### config.mk
export PLATFORM = sky130hd
export DESIGN_NAME = segment_convex_polygon_clip
export DESIGN_NICKNAME = d
export VERILOG_FILES = /design/src/rtl/scpc_pkg.sv /design/src/rtl/segment_convex_polygon_clip.sv
export SDC_FILE = /design/constraint.sdc
export NUM_CORES = 2
export LEC_CHECK = 0
export BUFFER_PORTS_ARGS = -buffer_cell sky130_fd_sc_hd__buf_2
export CORE_AREA = 4 4 520 522
export CTS_CLUSTER_SIZE = 20
export DETAILED_ROUTE_END_ITERATION = 6
export DIE_AREA = 0 0 524 526
export PLACE_DENSITY = 0.72
export REMOVE_ABC_BUFFERS = 1
export SLEW_MARGIN = 5
export SYNTH_ARGS = -nofsm -noshare
export SYNTH_HDL_FRONTEND = slang
export SYNTH_SLANG_ARGS = --single-unit
### constraint.sdc
create_clock -name i_clk -period 19.6 [get_ports i_clk]
set_input_delay 2.94 -clock i_clk [delete_from_list [all_inputs] [get_ports i_clk]]
set_output_delay 2.94 -clock i_clk [all_outputs]
set_load 0.02 [all_outputs]
### src/rtl/scpc_pkg.sv
package scpc_pkg;

    localparam int MaxVerticesDef = 64;
    localparam int CoordBitsDef   = 16;
    localparam int TBits          = 18;
    localparam int TOne           = 65536;
    localparam int TSat           = 131072;

    typedef enum logic [1:0] {
        OP_CLEAR  = 2'd0,
        OP_APPEND = 2'd1,
        OP_CLIP   = 2'd2,
        OP_NONE   = 2'd3
    } t_opcode;

endpackage

### src/rtl/segment_convex_polygon_clip.sv
// clear and append are taken from idle and can follow each other every cycle
// a clip walks each edge with the shared multiplier and the 53-step serial divider,
// where a parallel edge skips the divide, then rounds the four points one by one
// the result strobe ends each clip, sooner on an early no hit or an empty polygon;
// the next item is taken in the cycle after the strobe
// i_rst_n is synchronous, active low; it empties the polygon, the store keeps its data
module segment_convex_polygon_clip
    import scpc_pkg::*;
#(
    parameter int MAX_VERTICES = MaxVerticesDef,
    parameter int COORD_BITS   = CoordBitsDef
) (
    input  logic                         i_clk,
    input  logic                         i_rst_n,
    input  logic                         start,
    output logic                         busy,
    input  logic [1:0]                   i_opcode,
    input  logic signed [COORD_BITS-1:0] i_start_x,
    input  logic signed [COORD_BITS-1:0] i_start_y,
    input  logic signed [COORD_BITS-1:0] i_end_x,
    input  logic signed [COORD_BITS-1:0] i_end_y,
    output logic                         o_valid,
    output logic                         o_hit,
    output logic signed [COORD_BITS-1:0] o_enter_x,
    output logic signed [COORD_BITS-1:0] o_enter_y,
    output logic signed [COORD_BITS-1:0] o_leave_x,
    output logic signed [COORD_BITS-1:0] o_leave_y
);

    localparam int AW = (MAX_VERTICES > 1) ? $clog2(MAX_VERTICES) : 1;
    localparam int CW = $clog2(MAX_VERTICES + 1);
    localparam int DW = COORD_BITS + 1;
    localparam int PW = 2 * DW + 2;
    localparam int NW = PW + 17;
    localparam int QW = TBits;
    localparam int DIVW = NW;
    localparam int MW = (DW + 1 > QW + 1) ? DW + 1 : QW + 1;

    typedef enum logic [10:0] {
        S_IDLE  = 11'b00000000001,
        S_RD0   = 11'b00000000010,
        S_RD1   = 11'b00000000100,
        S_MUL   = 11'b00000001000,
        S_SUM   = 11'b00000010000,
        S_DIV   = 11'b00000100000,
        S_UPD   = 11'b00001000000,
        S_PMUL  = 11'b00010000000,
        S_PRND  = 11'b00100000000,
        S_OUT   = 11'b01000000000,
        S_DONE  = 11'b10000000000
    } t_state;

    logic [2*COORD_BITS-1:0] r_mem [MAX_VERTICES];
    logic [2*COORD_BITS-1:0] r_rd;
    logic [AW-1:0]           r_rd_addr;
    logic [CW-1:0]           r_count;
    t_state                  r_state;
    logic [CW-1:0]           r_idx;
    logic signed [COORD_BITS-1:0] r_x0, r_y0;
    logic signed [COORD_BITS-1:0] r_vx, r_vy, r_fx, r_fy;
    logic signed [DW:0]      r_dx, r_dy;
    logic [1:0]              r_mstep;
    logic signed [PW-1:0]    r_p [4];
    logic signed [PW-1:0]    r_num, r_den;
    logic [DIVW-1:0]         r_rem, r_quo;
    logic [$clog2(DIVW+1)-1:0] r_dcnt;
    logic signed [QW:0]      r_te, r_tl;
    logic                    r_hit;
    logic [1:0]              r_pt;
    logic signed [COORD_BITS-1:0] r_res [4];

    logic [AW-1:0] w_next;
    logic          w_last;

    assign busy   = (r_state != S_IDLE);
    assign w_last = (r_idx == r_count - CW'(1));
    assign w_next = w_last ? AW'(0) : AW'(r_idx + CW'(1));

    // shared multiplier
    logic signed [MW-1:0]   w_ma, w_mb;
    logic signed [2*MW-1:0] w_prod;
    logic signed [PW-1:0]   w_mp;
    logic signed [COORD_BITS+QW+2:0] w_pp;
    logic signed [DW:0]     w_pd;
    logic signed [QW:0]     w_pt;

    always_comb begin
        w_pd = r_pt[0] ? r_dy : r_dx;
        w_pt = r_pt[1] ? r_tl : r_te;
        w_ma = '0;
        w_mb = '0;
        if (r_state == S_PMUL || r_state == S_PRND) begin
            w_ma = MW'(w_pd);
            w_mb = MW'(w_pt);
        end else begin
            unique case (r_mstep)
                2'd0: begin
                    w_ma = MW'(r_fx) - MW'(r_vx);
                    w_mb = MW'(r_y0) - MW'(r_vy);
                end
                2'd1: begin
                    w_ma = MW'(r_fy) - MW'(r_vy);
                    w_mb = MW'(r_x0) - MW'(r_vx);
                end
                2'd2: begin
                    w_ma = MW'(r_fx) - MW'(r_vx);
                    w_mb = MW'(r_dy);
                end
                default: begin
                    w_ma = MW'(r_fy) - MW'(r_vy);
                    w_mb = MW'(r_dx);
                end
            endcase
        end
        w_prod = w_ma * w_mb;
        w_mp   = PW'(w_prod);
        w_pp   = (COORD_BITS+QW+3)'(w_prod);
    end

    logic [PW-1:0]   w_an, w_ad;
    logic [DIVW:0]   w_sub;
    logic [DIVW-1:0] w_rsh;
    logic [QW-1:0]   w_qs;
    logic signed [QW:0] w_t;
    logic            w_neg;

    always_comb begin
        w_an  = r_num[PW-1] ? PW'(-r_num) : PW'(r_num);
        w_ad  = r_den[PW-1] ? PW'(-r_den) : PW'(r_den);
        w_rsh = {r_rem[DIVW-2:0], r_quo[DIVW-1]};
        w_sub = {1'b0, w_rsh} - (DIVW+1)'(w_ad);
        w_qs  = (r_quo > DIVW'(TSat)) ? QW'(TSat) : QW'(r_quo);
        w_neg = r_num[PW-1] ^ r_den[PW-1];
        w_t   = w_neg ? -(QW+1)'({1'b0, w_qs}) : (QW+1)'({1'b0, w_qs});
    end

    logic [COORD_BITS+QW+2:0] w_pm;
    logic [COORD_BITS+QW+2:0] w_pr;
    logic signed [COORD_BITS-1:0] w_base;
    always_comb begin
        w_pm   = w_pp[COORD_BITS+QW+2] ? -w_pp : w_pp;
        w_pr   = (w_pm + (COORD_BITS+QW+3)'(32768)) >> 16;
        w_base = r_pt[0] ? r_y0 : r_x0;
    end

    always_ff @(posedge i_clk) begin
        if (r_state == S_IDLE && start && t_opcode'(i_opcode) == OP_APPEND
            && r_count < CW'(MAX_VERTICES))
            r_mem[r_count[AW-1:0]] <= {i_start_y, i_start_x};
        r_rd <= r_mem[r_rd_addr];
    end

    always_ff @(posedge i_clk) begin
        if (!i_rst_n) begin
            r_state <= S_IDLE;
            r_count <= '0;
            o_valid <= 1'b0;
        end else begin
            o_valid <= 1'b0;
            unique case (r_state)
                S_IDLE: begin
                    if (start) begin
                        unique case (t_opcode'(i_opcode))
                            OP_CLEAR:  r_count <= '0;
                            OP_APPEND: if (r_count < CW'(MAX_VERTICES))
                                r_count <= r_count + CW'(1);
                            OP_CLIP: begin
                                r_x0 <= i_start_x; r_y0 <= i_start_y;
                                r_dx <= (DW+1)'(i_end_x) - (DW+1)'(i_start_x);
                                r_dy <= (DW+1)'(i_end_y) - (DW+1)'(i_start_y);
                                r_te <= '0;
                                r_tl <= (QW+1)'(TOne);
                                r_idx <= '0;
                                r_rd_addr <= '0;
                                if (r_count == '0) begin
                                    r_hit <= 1'b0;
                                    r_state <= S_DONE;
                                end else begin
                                    r_state <= S_RD0;
                                end
                            end
                            OP_NONE: ;
                        endcase
                    end
                end
                S_RD0: begin
                    r_rd_addr <= w_next;
                    r_state <= S_RD1;
                end
                S_RD1: begin
                    r_vx <= r_rd[COORD_BITS-1:0];
                    r_vy <= r_rd[2*COORD_BITS-1:COORD_BITS];
                    r_state <= S_MUL;
                    r_mstep <= '0;
                end
                S_MUL: begin
                    if (r_mstep == 2'd0) begin
                        r_fx <= r_rd[COORD_BITS-1:0];
                        r_fy <= r_rd[2*COORD_BITS-1:COORD_BITS];
                        r_mstep <= 2'd0;
                        r_state <= S_SUM;
                    end
                end
                S_SUM: begin
                    r_p[r_mstep] <= w_mp;
                    r_mstep <= r_mstep + 2'd1;
                    if (r_mstep == 2'd3) begin
                        r_state <= S_DIV;
                        r_dcnt <= '0;
                    end
                end
                S_DIV: begin
                    if (r_dcnt == '0) begin
                        r_num <= r_p[0] - r_p[1];
                        r_den <= r_p[3] - r_p[2];
                        r_dcnt <= r_dcnt + 1'b1;
                    end else if (r_dcnt == 1) begin
                        if (r_den == '0) begin
                            if (r_num[PW-1]) begin
                                r_hit <= 1'b0;
                                r_state <= S_DONE;
                            end else begin
                                r_state <= S_UPD;
                            end
                        end else begin
                            r_rem <= DIVW'(w_ad >> 1);
                            r_quo <= DIVW'({w_an, 16'd0});
                            r_dcnt <= r_dcnt + 1'b1;
                        end
                    end else if (r_dcnt == 2) begin
                        // fold the half-divisor rounding in: numerator + ad/2
                        r_quo <= r_quo + r_rem;
                        r_rem <= '0;
                        r_dcnt <= r_dcnt + 1'b1;
                    end else if (r_dcnt < DIVW + 3) begin
                        if (!w_sub[DIVW]) begin
                            r_rem <= w_sub[DIVW-1:0];
                            r_quo <= {r_quo[DIVW-2:0], 1'b1};
                        end else begin
                            r_rem <= w_rsh;
                            r_quo <= {r_quo[DIVW-2:0], 1'b0};
                        end
                        r_dcnt <= r_dcnt + 1'b1;
                    end else begin
                        if (r_den[PW-1]) begin
                            if (w_t > r_te) begin
                                r_te <= w_t;
                                if (w_t > r_tl) begin
                                    r_hit <= 1'b0;
                                    r_state <= S_DONE;
                                end else r_state <= S_UPD;
                            end else r_state <= S_UPD;
                        end else begin
                            if (w_t < r_tl) begin
                                r_tl <= w_t;
                                if (w_t < r_te) begin
                                    r_hit <= 1'b0;
                                    r_state <= S_DONE;
                                end else r_state <= S_UPD;
                            end else r_state <= S_UPD;
                        end
                    end
                end
                S_UPD: begin
                    if (w_last) begin
                        r_hit <= 1'b1;
                        r_pt <= '0;
                        r_state <= S_PMUL;
                    end else begin
                        r_idx <= r_idx + CW'(1);
                        r_rd_addr <= AW'(r_idx + CW'(1));
                        r_state <= S_RD0;
                    end
                end
                S_PMUL: begin
                    r_state <= S_PRND;
                end
                S_PRND: begin
                    r_res[r_pt] <= w_pp[COORD_BITS+QW+2]
                        ? w_base - COORD_BITS'(w_pr) : w_base + COORD_BITS'(w_pr);
                    r_pt <= r_pt + 2'd1;
                    r_state <= (r_pt == 2'd3) ? S_DONE : S_PMUL;
                end
                S_DONE: begin
                    o_valid <= 1'b1;
                    o_hit <= r_hit;
                    o_enter_x <= r_hit ? r_res[0] : '0;
                    o_enter_y <= r_hit ? r_res[1] : '0;
                    o_leave_x <= r_hit ? r_res[2] : '0;
                    o_leave_y <= r_hit ? r_res[3] : '0;
                    r_state <= S_OUT;
                end
                S_OUT: r_state <= S_IDLE;
                default: r_state <= S_IDLE;
            endcase
        end
    end

endmodule

### Yosys cells after proc, flatten, opt, wreduce, memory -nomap -nowiden

Memory sizes are Yosys's and may differ from the RTL's. A register that Yosys moved wholly into a read port is not among the register bits.
Cells that the tools add are included.

| cells by class | value |
|---|---|
| multiply operators | 1 |
| bitwise operators | 2 |
| $lt $le $gt $ge | 7 |
| reductions and logical operators | 39 |
| eq/ne operators | 47 |
| mux-type cells | 107 |
| add/subtract/negate cells | 23 |

Operators with widths:

| operator | count |
|---|---|
| $mux 53 | 9 |
| $mux 19 | 21 |
| $mux 11 | 17 |
| $pmux 11 s10 | 1 |
| $sub 16x16->17 | 6 |
| $pmux 19 s2 | 2 |
| $mux 36 | 2 |
| $neg 36->36 | 2 |
| $sub 36x36->36 | 2 |
| $mux 6 | 10 |
| $pmux 19 s3 | 1 |
| $sub 53x36->54 | 1 |
| $add 53x53->53 | 1 |
| $gt 53x18->1 const B | 1 |
| $gt 19x19->1 | 2 |
| $lt 19x19->1 | 2 |
| $mul 19x19->37 | 1 |
| $logic_not 36->1 | 1 |
| $mux 18 | 2 |
| $add 32x16->32 const B | 1 |
| $mux 16 | 2 |
| $mux 32 | 1 |
| $neg 32->32 | 1 |
| $mux 7 | 4 |
| other kinds (57) | 133 |

| storage, ports and cells | value |
|---|---|
| register bits after elaboration | 392 |
| memories kept | 3 |
| memory bits (writable) | 2256 |
| input bits | 69 |
| logic and storage cells | 253 |

Memory list:

| name | words | width | read ports | clocked after Yosys merged registers in | wr ports | line | RTL |
|---|---|---|---|---|---|---|---|
| r_mem | 64 | 32 | 1 | 1 | 1 | segment_convex_polygon_clip.sv:53 | `logic [2*COORD_BITS-1:0] r_mem [MAX_VERTICES];` |
| r_p | 4 | 36 | 4 | 0 | 1 | segment_convex_polygon_clip.sv:63 | `logic signed [PW-1:0] r_p [4];` |
| r_res | 4 | 16 | 4 | 4 | 1 | segment_convex_polygon_clip.sv:70 | `logic signed [COORD_BITS-1:0] r_res [4];` |

### Depth between registers and ports, before layout

| logic depth | value |
|---|---|
| depth after elaboration | 13 |
| depth in mapped cells | 69 |
| mapped depth without buffers | 63 |

### Worst setup path after synthesis

No wires, ideal clock.

| timing path | value |
|---|---|
| path type | register to register |
| from | register r_vx[1] |
| to | memory r_res[0][15] (netlist bit), data pin |
| library setup time | 0.274 ns |
| data required time | 19.326 ns |
| cell stages (with the launch flop) | 63 |
| arrival time | 13.787 ns |
| slack | 5.539 ns |
| cells stage by stage | edfxtp_1 inv_1 ha_1 nor2b_1 o21ai_0 a21boi_0 o21ai_0 a21boi_0 o21ai_0 a21boi_0 o21ai_0 a21boi_0 o21ai_0 nand2b_1 a31oi_1 xnor2_1 nand2_1 a31oi_1 [... 27 more ...] or4b_1 a211o_1 a41oi_1 or3b_1 nand2_1 xor2_1 ha_1 and2_1 o21ai_0 nand2_1 a21o_1 a21o_1 a21o_1 a21oi_1 o2111ai_1 a21oi_1 xnor2_1 xnor2_1 |

| between the ends | value |
|---|---|
| cells in the longest elaborated chain, start to end | 9 |
| elaborated cells on any way between the ends | 13 |
| those cells by class | add/sub: 6; mul: 1; mux: 6 |

RTL lines:

| what | line | RTL |
|---|---|---|
| start: declaration | segment_convex_polygon_clip.sv:60 | `logic signed [COORD_BITS-1:0] r_vx, r_vy, r_fx, r_fy;` |
| start signal: assignment | segment_convex_polygon_clip.sv:191 | `r_vx <= r_rd[COORD_BITS-1:0];` |
| $sub 16x16->17, on equally long branches | segment_convex_polygon_clip.sv:103, segment_convex_polygon_clip.sv:98, segment_convex_polygon_clip.sv:106 |  |
| $pmux 19 s3 / $mux 19 (equally long branches) | -- |  |
| $mux 19 | segment_convex_polygon_clip.sv:92 | `if (r_state == S_PMUL \|\| r_state == S_PRND) begin` |
| $mul 19x19->37 (*) | segment_convex_polygon_clip.sv:115 | `w_prod = w_ma * w_mb;` |
| $neg 32->32 | segment_convex_polygon_clip.sv:141 | `w_pm = w_pp[COORD_BITS+QW+2] ? -w_pp : w_pp;` |
| $mux 32 | segment_convex_polygon_clip.sv:141 |  |
| $add 32x16->32 | segment_convex_polygon_clip.sv:142 | `w_pr = (w_pm + (COORD_BITS+QW+3)'(32768)) >> 16;` |
| $add 16x16->16 / $sub 16x16->16 (equally long branches) | segment_convex_polygon_clip.sv:280 | `? w_base - COORD_BITS'(w_pr) : w_base + COORD_BITS'(w_pr);` |
| $mux 16 (*) | segment_convex_polygon_clip.sv:280 |  |
| end: declaration | segment_convex_polygon_clip.sv:70 |  |

Mark *: on every way between the ends. The rest lies on a longest branch, timed or not.

### Final worst setup path

| timing path | value |
|---|---|
| from | register r_vx[0] |
| to | memory r_res[0][15] (netlist bit), data pin |

Same word-level chain as after synthesis.

==> metrics.md <==
| Metric | Value |
|---|---|
| Run status | complete, but fails checks |
| Failing checks | DRC |
| Worst EP arrival | ~16000 ps |
| CP top delay family | compound AO/OA/AOI/OAI gates |
| Met3 wire len | 34300 um |
| Die Span X | around 520 um |
| Reg2reg start | r_vx[0] |
| Synth-to-Final Area Change | 11.1% |
| Clock transition at path regs | about 60 ps |
| Final period util | 0.781 |
| I/O Buffers | between 100 and 150 |
| RSZ-0062 raised after global routing | no |
| Hpwl dp | 221000 um |
| Hold_buf cts | 0 |
| Met1 WL | between 100000 and 150000 um |
| Vias | ~77000 |
| CTS tree | done |
| Yosys top cell area share | 0.610 |
| Vias in the first global route | roughly 78000 |
| Top cells by count, synth | edfxtp_1 (2691), inv_1 (675), mux4_2 (667), nor2_1 (444), ha_1 (437) |
| Final Setup Violations | 0 |
| Worst-Margin Slew | 1290 ps |
| Total CTS buffers | approximately 270 |
| Number of synthesized register bits | 2742 |
| Worst slew margin | 0.138 |
| DR iter-0 viols | slightly above 9000 |
| Syn Area/Cell | approximately 16 um^2 |
| Clock latency on the worst-skew pair | about 850 ps |
| First-pass GRT wire length | roughly 520000 um |
| Synth area leader | edfxtp_1 |
| Max_cap viols | 0 |
| Data required, critical path | roughly 20000 ps |
| Initial antenna violation count | 27 |
| Placer congestion estimate | 0.914 |
| Share of cells above drive strength 1 | 0.175 |
| Full die area | ~280000 um^2 |
| FP Rows | 189 |
| Total track usage | 0.256 |
| Initial core utilization | 0.500 |
| Worst path max stage delay | between 500 and 600 ps |
| Peak Freq | 0.0653 GHz |
| Netlist cell types | around 110 |
| Nature of the critical path endpoint | register |
| Hold path start | r_rd[23] |
| CP Launch Type | register |
| Router iterations before antenna repair | 7 |
| Reg-to-reg setup timing slack | about 4300 ps |
| Crit-path slowest cell | o311a_1 |
| Pins Over Slew Limit | 0 |
| Core footprint | between 200000 and 300000 um^2 |
| Via-to-Cell Ratio | slightly above 6 |
| Final min period | between 15000 and 20000 ps |
| Largest cells by area after synthesis | edfxtp_1 (61%), mux4_2 (11%), fa_1 (5.3%) |
| Critical Setup Path Class | reg2reg |
| Avg WL per Cell | between 20 and 30 um |
| Setup Fix Bufs, Post-CTS | 0 |
| Post-Syn Instances | 8392 |
| Final hold vios | 0 |
| Post-placement setup slack | 4460 ps |
| Io pins | between 100 and 150 |
| EDFF count, synth | around 2700 |
| Hold endpoint | r_fy[7] |
| Crit Reg-Reg Endpoint | r_res[0][15] |
| Largest fanout on the critical path | 41 |
| Min-Delay Path Depth | 0 |
| Met2 Wirelength | 174000 um |
| CP bufs+invs | 2 |
| Post-CTS sizing | 0 |
| Post-synthesis sequential area ratio | 0.617 |
| Die height | between 500 and 600 um |
| Sink Count | 2742 |
| Congestion Overflow GR | 0 |
| Most common cell in the netlist | edfxtp_1 |
| Nets@finish | 9543 |
| Clk_skew | roughly 54 ps |
| CTS root buf | clkbuf_16 |
| Pin count of the biggest net entering global routing | 133 |
| Most common cell on crit path | fa_1 |
| CTS max path bufs | 4 |
| DRC viols | 2 |
| Worst min path class | reg2reg |
| Placed instance area | approximately 140000 um^2 |
| Post-synthesis cell area | ~130000 um^2 |
| Ys Warns | 0 |
| Post-route cell area | between 100000 and 150000 um^2 |
| H-Tree Level Count | 5 |
| Post-route ant nets | 0 |
| Reg2Reg Depth | 55 |
| Async S/R FF share, synth | 0 |
| Final worst slack | about 4300 ps |
| Primary FF master, synth | edfxtp_1 |
| Tightest hold margin | approximately 440 ps |
| Top Metal Used | met5 |
| Drt total wl | ~360000 um |
logic make-up (layout without fill, tap and decap cells):
group	count (synthesis)	count (layout)	synth area share
flops	2742	2742	0.617
compound gates	1151	1151	0.0571
other cells	0	7	0
buf+inv	991	1490	0.0285
fa+ha+maj	789	789	0.0944
simple gates	1625	1625	0.0600
xor+xnor	350	350	0.0234
mux	744	744	0.119
area by class of cell:
type	count	area, um^2
fill	20100	118000
sequential	2742	81800
multi-input combinational	4659	47600
clock buffer	348	7380
tap	3533	4420
inverter	677	2540
timing repair buffer	331	2210
clock inverter	134	1240
antenna	7	17.5
sequential cells by signal, summed over array words and instances (netlist names), 17 cells and up:
register and flops:
r_res 64, r_rem 53, r_dx 17, r_te 19, r_quo 53, r_p 144
r_num 36, r_tl 19, r_mem 2048, r_dy 17, r_den 36, r_rd 32
worst reg2reg max path: cells and delay by family (launching register included):
kind	cells	cell delay, ps
buffers and inverters	2	340
AO/OA/AOI/OAI	27	6420
AND/OR/NAND/NOR	10	2280
XOR/XNOR	4	600
flip-flops	1	390
adder cells (fa/ha/maj)	12	4940
metrics by stage:
stage	utilization	TNS [ps]	cells
2_1_floorplan	-	-53740	8078
3_3_place_gp	0.523	0	11900
3_5_place_dp	0.523	0	11900
4_1_cts	0.555	0	12400
5_1_grt	0.555	0	12400
6_report	0.555	0	12400
layer usage:
layer,track usage,up-vias
li1,-,32600
met2,0.421,4273
met5,0,-
met1,0.341,39600
met4,0.0960,8
met3,0.0499,774
cell usage in the layout (no fill, tap or decap), types with 25 or more instances in the layout:
master / synthesis / layout
edfxtp_1: 2691 / 2691
inv_1: 675 / 675
mux4_2: 667 / 667
ha_1: 437 / 437
nand2_1: 429 / 428
nor2_1: 444 / 376
fa_1: 352 / 352
clkbuf_16: 0 / 279
o21ai_0: 266 / 265
a21oi_1: 251 / 249
buf_4: 1 / 191
xnor2_1: 190 / 190
xor2_1: 157 / 157
buf_2: 4 / 135
and2_1: 129 / 129
a21o_1: 105 / 105
nor3_1: 99 / 96
nor2b_1: 95 / 95
nand2b_1: 94 / 94
nand3_1: 83 / 83
a21boi_0: 73 / 73
nor2_4: 0 / 68
clkbuf_1: 240 / 55
clkinv_1: 2 / 52
mux2i_1: 51 / 51
dfxtp_1: 51 / 51
o21a_1: 50 / 49
or3_1: 45 / 45
o22ai_1: 43 / 43
o31ai_1: 39 / 38
o221ai_1: 37 / 37
o21bai_1: 35 / 35
a211oi_1: 35 / 35
clkinv_2: 0 / 34
nand4_1: 31 / 31
nor4_1: 33 / 30
a31oi_1: 29 / 27
mux2_2: 25 / 25
worst max path at each step:
stage                      start      endpoint  slack [ps]  cells past startpoint
CTS                      r_fx[0]  r_res[0][15]        4400                     58
detailed placement       r_fx[0]  r_res[1][15]        4460                     58
finish                   r_vx[0]  r_res[0][15]        4290                     55
global route             r_y0[0]  r_res[2][15]        3120                     58
global placement         r_fx[0]  r_res[0][15]        4590                     58
floorplan           r_rd_addr[0]      r_rd[12]       -1730                      4
Power is left out: the tool's default activity adds up to more than one toggle a clock period on the data nets, which glitch-free logic cannot reach.
